**src/rtl/itpb_pkg.sv**
```systemverilog
`default_nettype none

package itpb_pkg;

    // Sizing
    localparam int unsigned PAYLOAD_MAX_DEF = 128;
    localparam int unsigned HDR_WORDS       = 10;
    localparam int unsigned LEN_W           = 8;   // payload length, up to 255 bytes
    localparam int unsigned SUM_W           = 24;  // running payload sum, no wrap below 216 bytes

    // Fixed header contents
    localparam logic [7:0]  IP_VER_IHL    = 8'h45;
    localparam logic [15:0] IP_FLAGS_DF   = 16'h4000;
    localparam logic [7:0]  IP_PROTO_TCP  = 8'd6;
    localparam logic [7:0]  TCP_OFFSET    = 8'h50;
    localparam logic [15:0] TCP_WINDOW    = 16'hFFFF;
    localparam logic [15:0] IP_HDR_BYTES  = 16'd40;   // IPv4 + TCP headers
    localparam logic [15:0] TCP_HDR_BYTES = 16'd20;

    // Configuration register indexes
    localparam logic [2:0] CFG_SRC_ADDR = 3'd0;
    localparam logic [2:0] CFG_DST_ADDR = 3'd1;
    localparam logic [2:0] CFG_SRC_PORT = 3'd2;
    localparam logic [2:0] CFG_DST_PORT = 3'd3;
    localparam logic [2:0] CFG_POISON   = 3'd4;

    // Item actions
    localparam logic ACT_APPEND = 1'b0;
    localparam logic ACT_SEND   = 1'b1;

    typedef enum logic [1:0] {
        ST_IDLE,
        ST_CSUM,
        ST_EMIT
    } t_state;

    typedef struct packed {
        logic        action;
        logic [7:0]  payload_byte;
        logic [31:0] seq_number;
        logic [31:0] ack_number;
        logic [15:0] ident;
        logic [7:0]  hop_limit;
        logic [7:0]  flag_bits;
        logic        corrupt_checksum;
    } t_in_item;

    typedef struct packed {
        logic [31:0] packet_word;
        logic [2:0]  valid_bytes;
        logic        truncated;
        logic        last_word;
    } t_out_item;

    // Per-segment header snapshot shared by the emitter and the checksum unit
    typedef struct packed {
        logic [31:0]      source_address;
        logic [31:0]      dest_address;
        logic [15:0]      source_port;
        logic [15:0]      dest_port;
        logic [31:0]      seq_number;
        logic [31:0]      ack_number;
        logic [15:0]      ident;
        logic [7:0]       hop_limit;
        logic [7:0]       flag_bits;
        logic [LEN_W-1:0] payload_len;
        logic [SUM_W-1:0] payload_sum;
    } t_hdr;

endpackage

`default_nettype wire

```
**src/rtl/itpb_csum.sv**
```systemverilog
`default_nettype none

// Sequential checksum unit: one 16-bit term per cycle into two accumulators,
// then two end-around-carry folds; o_done pulses when the second fold is done.
module itpb_csum (
    input  wire logic           i_clk,
    input  wire logic           i_rst_n,
    input  wire logic           i_start,
    input  wire itpb_pkg::t_hdr i_hdr,
    output logic                o_done,
    output logic [15:0]         o_ip_csum,
    output logic [15:0]         o_tcp_csum
);

    localparam int unsigned ACC_W = itpb_pkg::SUM_W + 1;

    // Term sequence
    localparam logic [4:0] STEP_VER     = 5'd0;
    localparam logic [4:0] STEP_TOTAL   = 5'd1;
    localparam logic [4:0] STEP_IDENT   = 5'd2;
    localparam logic [4:0] STEP_FRAG    = 5'd3;
    localparam logic [4:0] STEP_TTL     = 5'd4;
    localparam logic [4:0] STEP_SRC_HI  = 5'd5;
    localparam logic [4:0] STEP_SRC_LO  = 5'd6;
    localparam logic [4:0] STEP_DST_HI  = 5'd7;
    localparam logic [4:0] STEP_DST_LO  = 5'd8;
    localparam logic [4:0] STEP_TCP_LEN = 5'd9;
    localparam logic [4:0] STEP_PORTS_S = 5'd10;
    localparam logic [4:0] STEP_PORTS_D = 5'd11;
    localparam logic [4:0] STEP_SEQ_HI  = 5'd12;
    localparam logic [4:0] STEP_SEQ_LO  = 5'd13;
    localparam logic [4:0] STEP_ACK_HI  = 5'd14;
    localparam logic [4:0] STEP_ACK_LO  = 5'd15;
    localparam logic [4:0] STEP_FLAGS   = 5'd16;
    localparam logic [4:0] STEP_WINDOW  = 5'd17;
    localparam logic [4:0] STEP_PSUM    = 5'd18;
    localparam logic [4:0] STEP_FOLD_A  = 5'd19;
    localparam logic [4:0] STEP_FOLD_B  = 5'd20;

    logic             r_run;
    logic             r_done;
    logic [4:0]       r_step;
    logic [ACC_W-1:0] r_ip_acc;
    logic [ACC_W-1:0] r_tcp_acc;

    logic [ACC_W-1:0] term;
    logic             ip_en;
    logic             tcp_en;

    function automatic logic [ACC_W-1:0] fold(input logic [ACC_W-1:0] x);
        return ACC_W'(x[15:0]) + ACC_W'(x[ACC_W-1:16]);
    endfunction

    // Term select
    always_comb begin
        term   = '0;
        ip_en  = 1'b0;
        tcp_en = 1'b0;
        unique case (r_step)
            STEP_VER: begin
                term  = ACC_W'({itpb_pkg::IP_VER_IHL, 8'h00});
                ip_en = 1'b1;
            end
            STEP_TOTAL: begin
                term  = ACC_W'(itpb_pkg::IP_HDR_BYTES + 16'(i_hdr.payload_len));
                ip_en = 1'b1;
            end
            STEP_IDENT: begin
                term  = ACC_W'(i_hdr.ident);
                ip_en = 1'b1;
            end
            STEP_FRAG: begin
                term  = ACC_W'(itpb_pkg::IP_FLAGS_DF);
                ip_en = 1'b1;
            end
            STEP_TTL: begin
                term  = ACC_W'({i_hdr.hop_limit, itpb_pkg::IP_PROTO_TCP});
                ip_en = 1'b1;
            end
            STEP_SRC_HI: begin
                term   = ACC_W'(i_hdr.source_address[31:16]);
                ip_en  = 1'b1;
                tcp_en = 1'b1;
            end
            STEP_SRC_LO: begin
                term   = ACC_W'(i_hdr.source_address[15:0]);
                ip_en  = 1'b1;
                tcp_en = 1'b1;
            end
            STEP_DST_HI: begin
                term   = ACC_W'(i_hdr.dest_address[31:16]);
                ip_en  = 1'b1;
                tcp_en = 1'b1;
            end
            STEP_DST_LO: begin
                term   = ACC_W'(i_hdr.dest_address[15:0]);
                ip_en  = 1'b1;
                tcp_en = 1'b1;
            end
            STEP_TCP_LEN: begin
                // pseudo-header protocol plus TCP length
                term   = ACC_W'(16'(itpb_pkg::IP_PROTO_TCP) + itpb_pkg::TCP_HDR_BYTES
                              + 16'(i_hdr.payload_len));
                tcp_en = 1'b1;
            end
            STEP_PORTS_S: begin
                term   = ACC_W'(i_hdr.source_port);
                tcp_en = 1'b1;
            end
            STEP_PORTS_D: begin
                term   = ACC_W'(i_hdr.dest_port);
                tcp_en = 1'b1;
            end
            STEP_SEQ_HI: begin
                term   = ACC_W'(i_hdr.seq_number[31:16]);
                tcp_en = 1'b1;
            end
            STEP_SEQ_LO: begin
                term   = ACC_W'(i_hdr.seq_number[15:0]);
                tcp_en = 1'b1;
            end
            STEP_ACK_HI: begin
                term   = ACC_W'(i_hdr.ack_number[31:16]);
                tcp_en = 1'b1;
            end
            STEP_ACK_LO: begin
                term   = ACC_W'(i_hdr.ack_number[15:0]);
                tcp_en = 1'b1;
            end
            STEP_FLAGS: begin
                term   = ACC_W'({itpb_pkg::TCP_OFFSET, i_hdr.flag_bits});
                tcp_en = 1'b1;
            end
            STEP_WINDOW: begin
                term   = ACC_W'(itpb_pkg::TCP_WINDOW);
                tcp_en = 1'b1;
            end
            STEP_PSUM: begin
                term   = ACC_W'(i_hdr.payload_sum);
                tcp_en = 1'b1;
            end
            default: begin
                term = '0;
            end
        endcase
    end

    // Sequencer control
    always_ff @(posedge i_clk) begin
        if (!i_rst_n) begin
            r_run  <= 1'b0;
            r_done <= 1'b0;
            r_step <= '0;
        end else begin
            r_done <= 1'b0;
            if (i_start) begin
                r_run  <= 1'b1;
                r_step <= '0;
            end else if (r_run) begin
                r_step <= r_step + 5'd1;
                if (r_step == STEP_FOLD_B) begin
                    r_run  <= 1'b0;
                    r_done <= 1'b1;
                end
            end
        end
    end

    // Accumulators
    always_ff @(posedge i_clk) begin
        if (i_start) begin
            r_ip_acc  <= '0;
            r_tcp_acc <= '0;
        end else if (r_run) begin
            if (r_step == STEP_FOLD_A || r_step == STEP_FOLD_B) begin
                r_ip_acc  <= fold(r_ip_acc);
                r_tcp_acc <= fold(r_tcp_acc);
            end else begin
                if (ip_en) begin
                    r_ip_acc <= r_ip_acc + term;
                end
                if (tcp_en) begin
                    r_tcp_acc <= r_tcp_acc + term;
                end
            end
        end
    end

    assign o_done     = r_done;
    assign o_ip_csum  = ~r_ip_acc[15:0];
    assign o_tcp_csum = ~r_tcp_acc[15:0];

endmodule

`default_nettype wire

```
**src/rtl/ipv4_tcp_packet_builder.sv**
```systemverilog
`default_nettype none

// Channel   | Ports                                  | Handshake
// ----------+----------------------------------------+-------------------------------
// item in   | start, busy, i_item                    | taken when start && !busy
// word out  | o_valid, o_result                      | one cycle per word, no stall
// config    | i_cfg_wr, i_cfg_index, i_cfg_data      | written when i_cfg_wr is high
//
// Appends are accepted back to back, one per cycle while busy is low.
// A send holds busy while the checksum unit sequences its terms (one term per
// cycle), then while the 10 + ceil(len/4) words go out, one per cycle, set by
// the single read port of the payload memory. busy drops in the cycle that
// shows the last word. Reset is synchronous and clears the byte count, sum,
// overflow flag, configuration registers, state and word counter; the payload
// memory is not cleared. The receiver cannot stall the word stream.
module ipv4_tcp_packet_builder #(
    parameter int unsigned PAYLOAD_MAX = itpb_pkg::PAYLOAD_MAX_DEF
) (
    input  wire logic                i_clk,
    input  wire logic                i_rst_n,
    input  wire logic                start,
    output logic                     busy,
    input  wire itpb_pkg::t_in_item  i_item,
    output logic                     o_valid,
    output itpb_pkg::t_out_item      o_result,
    input  wire logic                i_cfg_wr,
    input  wire logic [2:0]          i_cfg_index,
    input  wire logic [31:0]         i_cfg_data
);

    localparam int unsigned CNT_W     = $clog2(PAYLOAD_MAX + 1);
    localparam int unsigned MEM_DEPTH = (PAYLOAD_MAX + 3) / 4;
    localparam int unsigned ADDR_W    = (MEM_DEPTH > 1) ? $clog2(MEM_DEPTH) : 1;
    localparam int unsigned NWORDS    = itpb_pkg::HDR_WORDS + MEM_DEPTH;
    localparam int unsigned WCNT_W    = $clog2(NWORDS);

    // Header word positions
    localparam logic [WCNT_W-1:0] W_IP_VER    = WCNT_W'(0);
    localparam logic [WCNT_W-1:0] W_IP_FRAG   = WCNT_W'(1);
    localparam logic [WCNT_W-1:0] W_IP_CSUM   = WCNT_W'(2);
    localparam logic [WCNT_W-1:0] W_IP_SRC    = WCNT_W'(3);
    localparam logic [WCNT_W-1:0] W_IP_DST    = WCNT_W'(4);
    localparam logic [WCNT_W-1:0] W_TCP_PORTS = WCNT_W'(5);
    localparam logic [WCNT_W-1:0] W_TCP_SEQ   = WCNT_W'(6);
    localparam logic [WCNT_W-1:0] W_TCP_ACK   = WCNT_W'(7);
    localparam logic [WCNT_W-1:0] W_TCP_FLAGS = WCNT_W'(8);
    localparam logic [WCNT_W-1:0] W_TCP_CSUM  = WCNT_W'(9);

    // Configuration registers
    logic [31:0] r_src_addr;
    logic [31:0] r_dst_addr;
    logic [15:0] r_src_port;
    logic [15:0] r_dst_port;
    logic [15:0] r_poison;

    // Payload accumulation state
    logic [CNT_W-1:0]          r_count;
    logic [itpb_pkg::SUM_W-1:0] r_sum;
    logic                      r_ovf;
    logic [31:0]               r_mem [MEM_DEPTH];
    logic [31:0]               r_rd;

    // Send state
    itpb_pkg::t_state    r_state;
    itpb_pkg::t_state    n_state;
    itpb_pkg::t_hdr      r_hdr;
    logic                r_corrupt;
    logic                r_trunc;
    logic [WCNT_W-1:0]   r_wcnt;
    logic                r_valid;
    itpb_pkg::t_out_item r_result;

    logic                accept;
    logic                is_append;
    logic                is_send;
    logic                room;
    logic                csum_start;
    logic                csum_done;
    logic [15:0]         ip_csum;
    logic [15:0]         tcp_csum;
    logic [15:0]         tcp_csum_out;
    logic [ADDR_W-1:0]   wr_addr;
    logic [4:0]          wr_shift;
    logic [ADDR_W-1:0]   rd_addr;
    logic [WCNT_W-1:0]   last_idx;
    logic [2:0]          rem;
    logic                is_last;
    logic [31:0]         pay_word;
    logic [31:0]         word;
    logic [15:0]         total_len;

    assign busy      = (r_state != itpb_pkg::ST_IDLE);
    assign accept    = start && !busy;
    assign is_append = accept && (i_item.action == itpb_pkg::ACT_APPEND);
    assign is_send   = accept && (i_item.action == itpb_pkg::ACT_SEND);
    assign room      = (r_count < CNT_W'(PAYLOAD_MAX));

    // Config writes
    always_ff @(posedge i_clk) begin
        if (!i_rst_n) begin
            r_src_addr <= '0;
            r_dst_addr <= '0;
            r_src_port <= '0;
            r_dst_port <= '0;
            r_poison   <= '0;
        end else if (i_cfg_wr) begin
            unique case (i_cfg_index)
                itpb_pkg::CFG_SRC_ADDR: r_src_addr <= i_cfg_data;
                itpb_pkg::CFG_DST_ADDR: r_dst_addr <= i_cfg_data;
                itpb_pkg::CFG_SRC_PORT: r_src_port <= i_cfg_data[15:0];
                itpb_pkg::CFG_DST_PORT: r_dst_port <= i_cfg_data[15:0];
                itpb_pkg::CFG_POISON:   r_poison   <= i_cfg_data[15:0];
                default: ;
            endcase
        end
    end

    // Byte count, running sum, overflow; cleared when a send is taken
    always_ff @(posedge i_clk) begin
        if (!i_rst_n) begin
            r_count <= '0;
            r_sum   <= '0;
            r_ovf   <= 1'b0;
        end else if (is_append) begin
            if (room) begin
                r_count <= r_count + CNT_W'(1);
                r_sum   <= r_sum + (r_count[0] ? itpb_pkg::SUM_W'(i_item.payload_byte)
                                               : itpb_pkg::SUM_W'({i_item.payload_byte, 8'h00}));
            end else begin
                r_ovf <= 1'b1;
            end
        end else if (is_send) begin
            r_count <= '0;
            r_sum   <= '0;
            r_ovf   <= 1'b0;
        end
    end

    // Payload memory: byte-lane write, registered word read
    assign wr_addr  = ADDR_W'(r_count >> 2);
    assign wr_shift = {~r_count[1:0], 3'b000};
    assign rd_addr  = ADDR_W'(r_wcnt - WCNT_W'(itpb_pkg::HDR_WORDS - 1));

    always_ff @(posedge i_clk) begin
        if (is_append && room) begin
            r_mem[wr_addr][wr_shift +: 8] <= i_item.payload_byte;
        end
        r_rd <= r_mem[rd_addr];
    end

    // Header snapshot on send
    always_ff @(posedge i_clk) begin
        if (is_send) begin
            r_hdr.source_address <= r_src_addr;
            r_hdr.dest_address   <= r_dst_addr;
            r_hdr.source_port    <= r_src_port;
            r_hdr.dest_port      <= r_dst_port;
            r_hdr.seq_number     <= i_item.seq_number;
            r_hdr.ack_number     <= i_item.ack_number;
            r_hdr.ident          <= i_item.ident;
            r_hdr.hop_limit      <= i_item.hop_limit;
            r_hdr.flag_bits      <= i_item.flag_bits;
            r_hdr.payload_len    <= itpb_pkg::LEN_W'(r_count);
            r_hdr.payload_sum    <= r_sum;
            r_corrupt            <= i_item.corrupt_checksum;
            r_trunc              <= r_ovf;
        end
    end

    itpb_csum u_csum (
        .i_clk      (i_clk),
        .i_rst_n    (i_rst_n),
        .i_start    (csum_start),
        .i_hdr      (r_hdr),
        .o_done     (csum_done),
        .o_ip_csum  (ip_csum),
        .o_tcp_csum (tcp_csum)
    );

    // State register
    always_ff @(posedge i_clk) begin
        if (!i_rst_n) begin
            r_state <= itpb_pkg::ST_IDLE;
        end else begin
            r_state <= n_state;
        end
    end

    // Next state
    always_comb begin
        n_state    = r_state;
        csum_start = 1'b0;
        unique case (r_state)
            itpb_pkg::ST_IDLE: begin
                if (is_send) begin
                    n_state    = itpb_pkg::ST_CSUM;
                    csum_start = 1'b1;
                end
            end
            itpb_pkg::ST_CSUM: begin
                if (csum_done) begin
                    n_state = itpb_pkg::ST_EMIT;
                end
            end
            itpb_pkg::ST_EMIT: begin
                if (is_last) begin
                    n_state = itpb_pkg::ST_IDLE;
                end
            end
            default: begin
                n_state = itpb_pkg::ST_IDLE;
            end
        endcase
    end

    // Packet geometry
    assign total_len = itpb_pkg::IP_HDR_BYTES + 16'(r_hdr.payload_len);
    assign last_idx  = WCNT_W'(itpb_pkg::HDR_WORDS - 1)
                     + WCNT_W'((r_hdr.payload_len + itpb_pkg::LEN_W'(3)) >> 2);
    assign rem       = (r_hdr.payload_len == '0) ? 3'd4
                     : {1'b0, 2'(r_hdr.payload_len - itpb_pkg::LEN_W'(1))} + 3'd1;
    assign is_last   = (r_wcnt == last_idx);
    assign tcp_csum_out = r_corrupt ? r_poison : tcp_csum;

    // Payload word with bytes past the end zeroed
    always_comb begin
        pay_word = r_rd;
        for (int l = 0; l < 4; l++) begin
            if (is_last && (3'(l) >= rem)) begin
                pay_word[8 * (3 - l) +: 8] = 8'h00;
            end
        end
    end

    // Word select
    always_comb begin
        case (r_wcnt)
            W_IP_VER:    word = {itpb_pkg::IP_VER_IHL, 8'h00, total_len};
            W_IP_FRAG:   word = {r_hdr.ident, itpb_pkg::IP_FLAGS_DF};
            W_IP_CSUM:   word = {r_hdr.hop_limit, itpb_pkg::IP_PROTO_TCP, ip_csum};
            W_IP_SRC:    word = r_hdr.source_address;
            W_IP_DST:    word = r_hdr.dest_address;
            W_TCP_PORTS: word = {r_hdr.source_port, r_hdr.dest_port};
            W_TCP_SEQ:   word = r_hdr.seq_number;
            W_TCP_ACK:   word = r_hdr.ack_number;
            W_TCP_FLAGS: word = {itpb_pkg::TCP_OFFSET, r_hdr.flag_bits, itpb_pkg::TCP_WINDOW};
            W_TCP_CSUM:  word = {tcp_csum_out, 16'h0000};
            default:     word = pay_word;
        endcase
    end

    // Word counter and output strobe
    always_ff @(posedge i_clk) begin
        if (!i_rst_n) begin
            r_valid <= 1'b0;
            r_wcnt  <= '0;
        end else begin
            r_valid <= (r_state == itpb_pkg::ST_EMIT);
            if (r_state == itpb_pkg::ST_EMIT) begin
                r_wcnt <= r_wcnt + WCNT_W'(1);
            end else begin
                r_wcnt <= '0;
            end
        end
    end

    // Output word register
    always_ff @(posedge i_clk) begin
        if (r_state == itpb_pkg::ST_EMIT) begin
            r_result.packet_word <= word;
            r_result.valid_bytes <= is_last ? rem : 3'd4;
            r_result.truncated   <= r_trunc;
            r_result.last_word   <= is_last;
        end
    end

    assign o_valid  = r_valid;
    assign o_result = r_result;

endmodule

`default_nettype wire

```
**config.mk**
```make
export PLATFORM = sky130hd
export DESIGN_NAME = ipv4_tcp_packet_builder
export DESIGN_NICKNAME = d
export VERILOG_FILES = /design/src/rtl/itpb_pkg.sv /design/src/rtl/itpb_csum.sv /design/src/rtl/ipv4_tcp_packet_builder.sv
export SDC_FILE = /design/constraint.sdc
export NUM_CORES = 2
export LEC_CHECK = 0
export BUFFER_PORTS_ARGS = -buffer_cell sky130_fd_sc_hd__buf_2
export CAP_MARGIN = 15
export CORE_MARGIN = 2
export CORE_UTILIZATION = 40
export CTS_CLUSTER_SIZE = 16
export DETAILED_ROUTE_END_ITERATION = 8
export GPL_ROUTABILITY_DRIVEN = 0
export PLACE_DENSITY = 0.62
export REMOVE_ABC_BUFFERS = 1
export SETUP_SLACK_MARGIN = 0.3
export SYNTH_ARGS = -nofsm -noshare
export SYNTH_HDL_FRONTEND = slang
export SYNTH_HIERARCHICAL = 1
export SYNTH_SLANG_ARGS = --single-unit
```
**constraint.sdc**
```tcl
create_clock -name i_clk -period 13 [get_ports i_clk]
set_clock_uncertainty 0.1 [all_clocks]
set_input_delay 0 -clock i_clk [delete_from_list [all_inputs] [get_ports i_clk]]
set_output_delay 0 -clock i_clk [all_outputs]
set_load 0.02 [all_outputs]
```
* Yosys cells after proc, flatten, opt, wreduce, memory -nomap -nowiden
Memory sizes are Yosys's and may differ from the RTL's. A register that Yosys moved wholly into a read port is not among the register bits.
Index checks and enable logic that the tools add are counted.
** Word-level totals
- Memories :: 1
- Output and inout port bits :: 39
- Register bits after elaboration :: 474
- Logic and storage cells :: 175
- Bits in writable memories :: 1024
- Bits of input ports :: 145
** Operators by class
- Reductions and logical operators :: 34
- Equality and inequality tests :: 41
- $add $sub $neg :: 17
- Shift operators :: 2
- Mux-type cells :: 36
- Order comparisons :: 5
- Bitwise logic cells :: 6
** Memories
- r_mem :: words 32, width 32, read ports 1, clocked after memory_dff 1, wr ports 1, line ipv4_tcp_packet_builder.sv:60 : logic [31:0] r_mem [MEM_DEPTH];
** Operators by type and width (number)
- one-hot mux 25 bit (19 select lines) :: 1
- one-hot mux 32 bit (10 select lines) :: 1
- 2-to-1 mux 25 bit :: 4
- 2-to-1 mux 24 bit :: 3
- 2-to-1 mux 8 bit :: 7
- adder 25 bit :: 2
- == test 5 x 4 -> 1 bit, second input constant :: 8
- adder 16 x 9 -> 17 bit :: 2
- 2-to-1 mux 16 bit :: 2
- 2-to-1 mux 32 bit :: 1
- inverter 16 bit :: 2
- variable shift 8 x 7 -> 32 bit, first input constant :: 1
- indexed part select 8 x 7 -> 32 bit :: 1
- == test 5 bit, second input constant :: 5
- adder 24 x 16 -> 24 bit :: 1
- == test 6 x 3 -> 1 bit, second input constant :: 4
- == test 5 x 3 -> 1 bit, second input constant :: 4
- AND reduction 2 bit :: 10
- adder 6 x 8 -> 9 bit, first input constant :: 2
- OR reduction 14 bit :: 1
- == test 6 x 2 -> 1 bit, second input constant :: 2
- == test 6 x 4 -> 1 bit, second input constant :: 2
- 2-to-1 mux 1 bit :: 12
- == test 5 x 2 -> 1 bit, second input constant :: 2
- 41 further kinds :: 61

* Depth between registers and ports, before layout
- Depth after elaboration :: 7
- Mapped depth :: 22
- Mapped depth without buffers :: 20

* Cells and area by module
Netlist, hierarchy kept.
** Modules (own cells, without submodules)
- ipv4_tcp_packet_builder :: cells an instance 3203, times used 1, area an instance 57266.2 um2
- itpb_csum :: cells an instance 959, times used 1, area an instance 7229.4 um2

* Least setup slack after synthesis
OpenSTA, ideal clock, no wires.
- Kind :: register to register
- From :: register r_state[1]
- To :: register r_sum[2] (netlist name)
- Cell stages (with the launch flop) :: 7
- Arrival time :: 6215 ps
- Setup slack :: 6560 ps
- Buffers on the path :: 0
- Setup time :: 125 ps
- Cell sequence :: dfxtp_1 nor3b_1 nand2_1 inv_1 nor2_1 a32oi_1 nor2b_1
** On the way
- Cells in the longest elaborated chain, start to end :: 6
- Elaborated cells between the ends (all ways) :: 9
** RTL lines
- from (decl) :: line ipv4_tcp_packet_builder.sv:64 : itpb_pkg::t_state r_state;
- from (signal assigned) :: line ipv4_tcp_packet_builder.sv:183 : r_state <= itpb_pkg::ST_IDLE;
- from (signal assigned) :: line ipv4_tcp_packet_builder.sv:185 : r_state <= n_state;
- nonzero test 2 bit :: line ipv4_tcp_packet_builder.sv:92 : assign busy = (r_state != itpb_pkg::ST_IDLE);
- zero test 1 bit :: line ipv4_tcp_packet_builder.sv:93 : assign accept = start && !busy;
- logical AND 1 bit :: line ipv4_tcp_packet_builder.sv:93
- logical AND 1 bit :: line ipv4_tcp_packet_builder.sv:95 : assign is_send = accept && (i_item.action == itpb_pkg::ACT_SEND);
- via is_send :: line ipv4_tcp_packet_builder.sv:75 : logic is_send;
- nonzero test 2 bit (no source line)
- AND reduction 2 bit (no source line)
- to (signal assigned) :: line ipv4_tcp_packet_builder.sv:127 : r_sum <= r_sum + (r_count[0] ? itpb_pkg::SUM_W'(i_item.payload_byte)
- to (decl) :: line ipv4_tcp_packet_builder.sv:58 : logic [itpb_pkg::SUM_W-1:0] r_sum;
The timed path passes the listed nets, and every way through them passes these cells.
A chain may end at the register's enable or synchronous reset.

* Final worst setup path
- From :: register u_csum.r_step[4]
- To :: register u_csum.r_ip_acc[14]
** On the way
- Cells in the longest elaborated chain, start to end :: 5
- Elaborated cells between the ends (all ways) :: 30
** RTL lines
- from (decl) :: line itpb_csum.sv:42 : logic [4:0] r_step;
- from (signal assigned) :: line itpb_csum.sv:160 : r_step <= r_step + 5'd1;
- == test 5 bit, or another cell as far along :: line itpb_csum.sv:59 : unique case (r_step)
- one-hot mux 25 bit (19 select lines) / OR reduction 9 bit (equally long branches)
- adder 25 bit / 2-to-1 mux 1 bit (equally long branches) :: line itpb_csum.sv:180, itpb_csum.sv:59
- 2-to-1 mux 25 bit / nonzero test 2 bit (equally long branches)
- 2-to-1 mux 25 bit / AND reduction 2 bit (equally long branches)
- to (signal assigned) :: line itpb_csum.sv:176 : r_ip_acc <= fold(r_ip_acc);
- to (signal assigned) :: line itpb_csum.sv:180 : r_ip_acc <= r_ip_acc + term;
- to (decl) :: line itpb_csum.sv:43 : logic [ACC_W-1:0] r_ip_acc;
Several ways; a longest one is shown, not always the timed one. The select of a mux whose other input is x is not followed.

==> results by group <==
Outcome
  – Status: finished with violations
  – Failing checks: DRC

CTS
  – CTS buffer count: 158
  – CTS resizes: 0
  – Post-CTS setup buffer count: 0
  – Num Clock Sinks: 1530
  – H-tree levels: 4
  – Root buffer cell: clkbuf_16
  – Worst skew pair latency: 0.82 ns
  – Longest Clk Path Bufs: 3
  – CTS tree: yes
  – Clk slew on worst S/H paths: 0.06 ns

Synthesis
  – Sequential fraction of the synthesis area: 0.675
  – Post-synthesis instance total: 4162
  – Count leader, synth: edfxtp_1
  – Synth top area cells: edfxtp_1 (60%), mux4_2 (11%), dfxtp_1 (7.5%)
  – Mean post-synth cell area: 15.5 µm²
  – Post-synth EDFFs: 1287
  – Top_reg_cell synth: edfxtp_1
  – Yosys reg bits: 1530
  – Syn Std Cell Area: 0.0645 mm²
  – Synthesis Warnings: 6
  – Distinct cells, synth: 94
  – Async S/R FF share, synth: 0
  – Share of the synthesized area in the top cell type: 0.599
  – Top cells by count, synth: edfxtp_1 (1287), nand2_1 (401), mux4_2 (320), nor2_1 (292), dfxtp_1 (243)
  – Yosys top cell by area: edfxtp_1

Setup path
  – Crit path kind: reg2reg
  – Worst endpoint required time: 13.56 ns
  – Worst Setup End Kind: flop
  – RR Endpoint: u_csum/r_ip_acc[14]
  – Crit start category: flop
  – FF-to-FF setup slack: 7.05 ns
  – Crit path max fanout: 25
  – RR Startpoint: u_csum/r_step[4]
  – Reg2reg path depth: 18
  – CP arrival: 6.51 ns

Detailed routing
  – Antenna-violating nets left: 0
  – Wire length per cell: 26.6 µm
  – DR vias: 39800
  – DRT Pass-1 Iters: 9
  – Vias per Instance: 5.73
  – Post-route DRC: 17
  – Post-Route WL: 185000 µm
  – 1st-iter DRT viols: 5605

Die
  – I/O pins: 184
  – Total die area: 0.164 mm²
  – # rows: 147
  – Die width: 406 µm
  – Die height: 406 µm
  – Core area: 0.160 mm²
  – Initial Utilization: 0.402

GRT
  – Busiest grt layer: met2
  – First-pass GRT wire length: 266000 µm
  – Grt met1 use: 0.299
  – All-Layer GR Usage: 0.221
  – GRT overflow: 0
  – Largest net degree at the start of global routing: 145
  – Vias in the first global route: 38700
  – Grt met3 use: 0.0620
  – Initial antenna violation count: 11
  – Grt met2 use: 0.342

Placed design
  – PortBufs: 183
  – Post-DP Area: 0.0680 mm²
  – Final HPWL DP: 123000 µm

Layout
  – Final net count: 4901
  – Final instance area: 0.0764 mm²
  – Area growth, synth to finish: 18.4%
  – Share of cells above drive strength 1: 0.195

STA
  – Min Tclk post-route: 5.95 ns
  – Fin crit share: 0.458
  – Slew Limit Fails: 0
  – Setup violations, final: 0
  – Unrepaired setup endpoints after global routing: no
  – Slew HR: 0.142
  – Fin Hold WS: 0.0302 ns
  – F_max: 168 MHz
  – Worst-Margin Slew: 1.28 ns
  – Final hold violation count: 0

Job
  – Max-cap violation count: 0

Power
  – Max VDD drop: 0.134 mV
  – Total Power: 10.5 mW
  – Pwr dens: 137 mW/mm²
  – Leakage power: 24.0 nW

Worst hold path
  – Hold Crit Class: in2reg
  – Min-delay src: i_cfg_data[5]
  – Hold path depth: 4
  – Hold path endpoint: r_src_port[5]
==> stage by stage <==
stage / instances / util / setup slack (ns) / TNS (ns)
2_1_floorplan: 3934 / - / -6.04 / -213.08
3_3_place_gp: 6344 / 0.424 / 7.28 / 0
3_5_place_dp: 6345 / 0.424 / 7.21 / 0
4_1_cts: 6922 / 0.474 / 7.17 / 0
5_1_grt: 6941 / 0.476 / 6.60 / 0
6_report: 6946 / 0.476 / 7.05 / 0
==> per-layer routing <==
layer,up-vias,wire length (µm)
li1,17300,-
met1,20000,74700
met2,1987,84100
met3,463,18400
met4,12,7310
met5,-,145
==> cells by family after synthesis <==
family / count (synthesis) / share of synthesized area
buffers and inverters: 327 / 0.0196
and+or+nand+nor: 964 / 0.0668
AOI/OAI and AO/OA: 751 / 0.0814
DFF: 1530 / 0.675
xor gates and xnor gates: 95 / 0.0131
adders and majority gates: 111 / 0.0221
muxes: 384 / 0.122
==> layout make-up <==
class	instances	area [µm²]
Fill cell	13600	84000
Sequential cell	1530	43500
Multi-Input combinational cell	2305	19900
Timing Repair Buffer	554	4590
Clock buffer	195	4150
Tap cell	2160	2700
Clock inverter	98	1120
Inverter	99	379
Antenna cell	5	12.5
==> worst max-delay path by stage <==
stage	to	start	slack (ns)
6_report	u_csum/r_ip_acc[14]	u_csum/r_step[4]	7.05
5_1_grt	u_csum/r_ip_acc[14]	u_csum/r_step[4]	6.60
4_1_cts	u_csum/r_ip_acc[14]	u_csum/r_step[4]	7.17
3_5_place_dp	u_csum/r_ip_acc[14]	u_csum/r_step[4]	7.21
3_3_place_gp	u_csum/r_ip_acc[14]	u_csum/r_step[4]	7.28
2_1_floorplan	r_rd[0]	r_wcnt[0]	-6.04
==> state kept, by name, summed over array words and instances (netlist names), 6 cells and up <==
register / cells
r_hdr: 224
r_src_port: 16
r_src_addr: 32
u_csum/r_tcp_acc: 25
r_poison: 16
r_wcnt: 6
u_csum/r_ip_acc: 25
r_sum: 24
r_mem: 1024
r_count: 8
r_dst_addr: 32
r_dst_port: 16
r_rd: 32
o_result: 37
==> report_power, final <==
group | total [mW] | switching (mW) | internal [mW]
Combinational | 0.510 | 0.307 | 0.204
Clock | 4.55 | 1.99 | 2.56
Sequential | 5.44 | 0.0740 | 5.36
==> layout by cell type (no fill, tap or decap), drive strengths merged, types with 27 or more instances in the layout <==
cell | Yosys | routed
a211oi | 36 | 36
a21boi | 76 | 76
a21o | 44 | 44
a21oi | 171 | 171
a221oi | 43 | 43
a222oi | 30 | 30
a22oi | 89 | 89
and3 | 40 | 40
buf | 39 | 269
clkbuf | 189 | 195
clkinv | 2 | 71
dfxtp | 243 | 243
dlygate4sd3 | 0 | 285
edfxtp | 1287 | 1287
ha | 103 | 103
inv | 97 | 104
mux2 | 37 | 37
mux2i | 27 | 27
mux4 | 320 | 320
nand2 | 401 | 401
nand3 | 50 | 50
nor2 | 293 | 293
nor3 | 35 | 35
o21ai | 108 | 108
xnor2 | 59 | 59
xor2 | 35 | 35
==> timing repair <==
item / CTS / global route
setup endpoints to repair: 0 / 0
hold buffers: 284 / 1
endpoints found under the hold margin: 893 / 12
==> worst max-delay path: stages (launching register included) <==
cell and delay, ns:
dfxtp_1 0.80, inv_1 0.27, ha_1 0.62, a222oi_1 0.45, nand2_1 0.10, a221oi_1 0.21
nand4_1 0.26, ha_1 0.32, fa_1 0.46, a211oi_1 0.22, nor2_1 0.10, nor3_1 0.22
o21bai_1 0.13, maj3_2 0.36, a21o_1 0.26, a211o_1 0.30, and3_1 0.18, o21a_1 0.17
a2111oi_2 0.27
(Power assumes the default switching activity.)
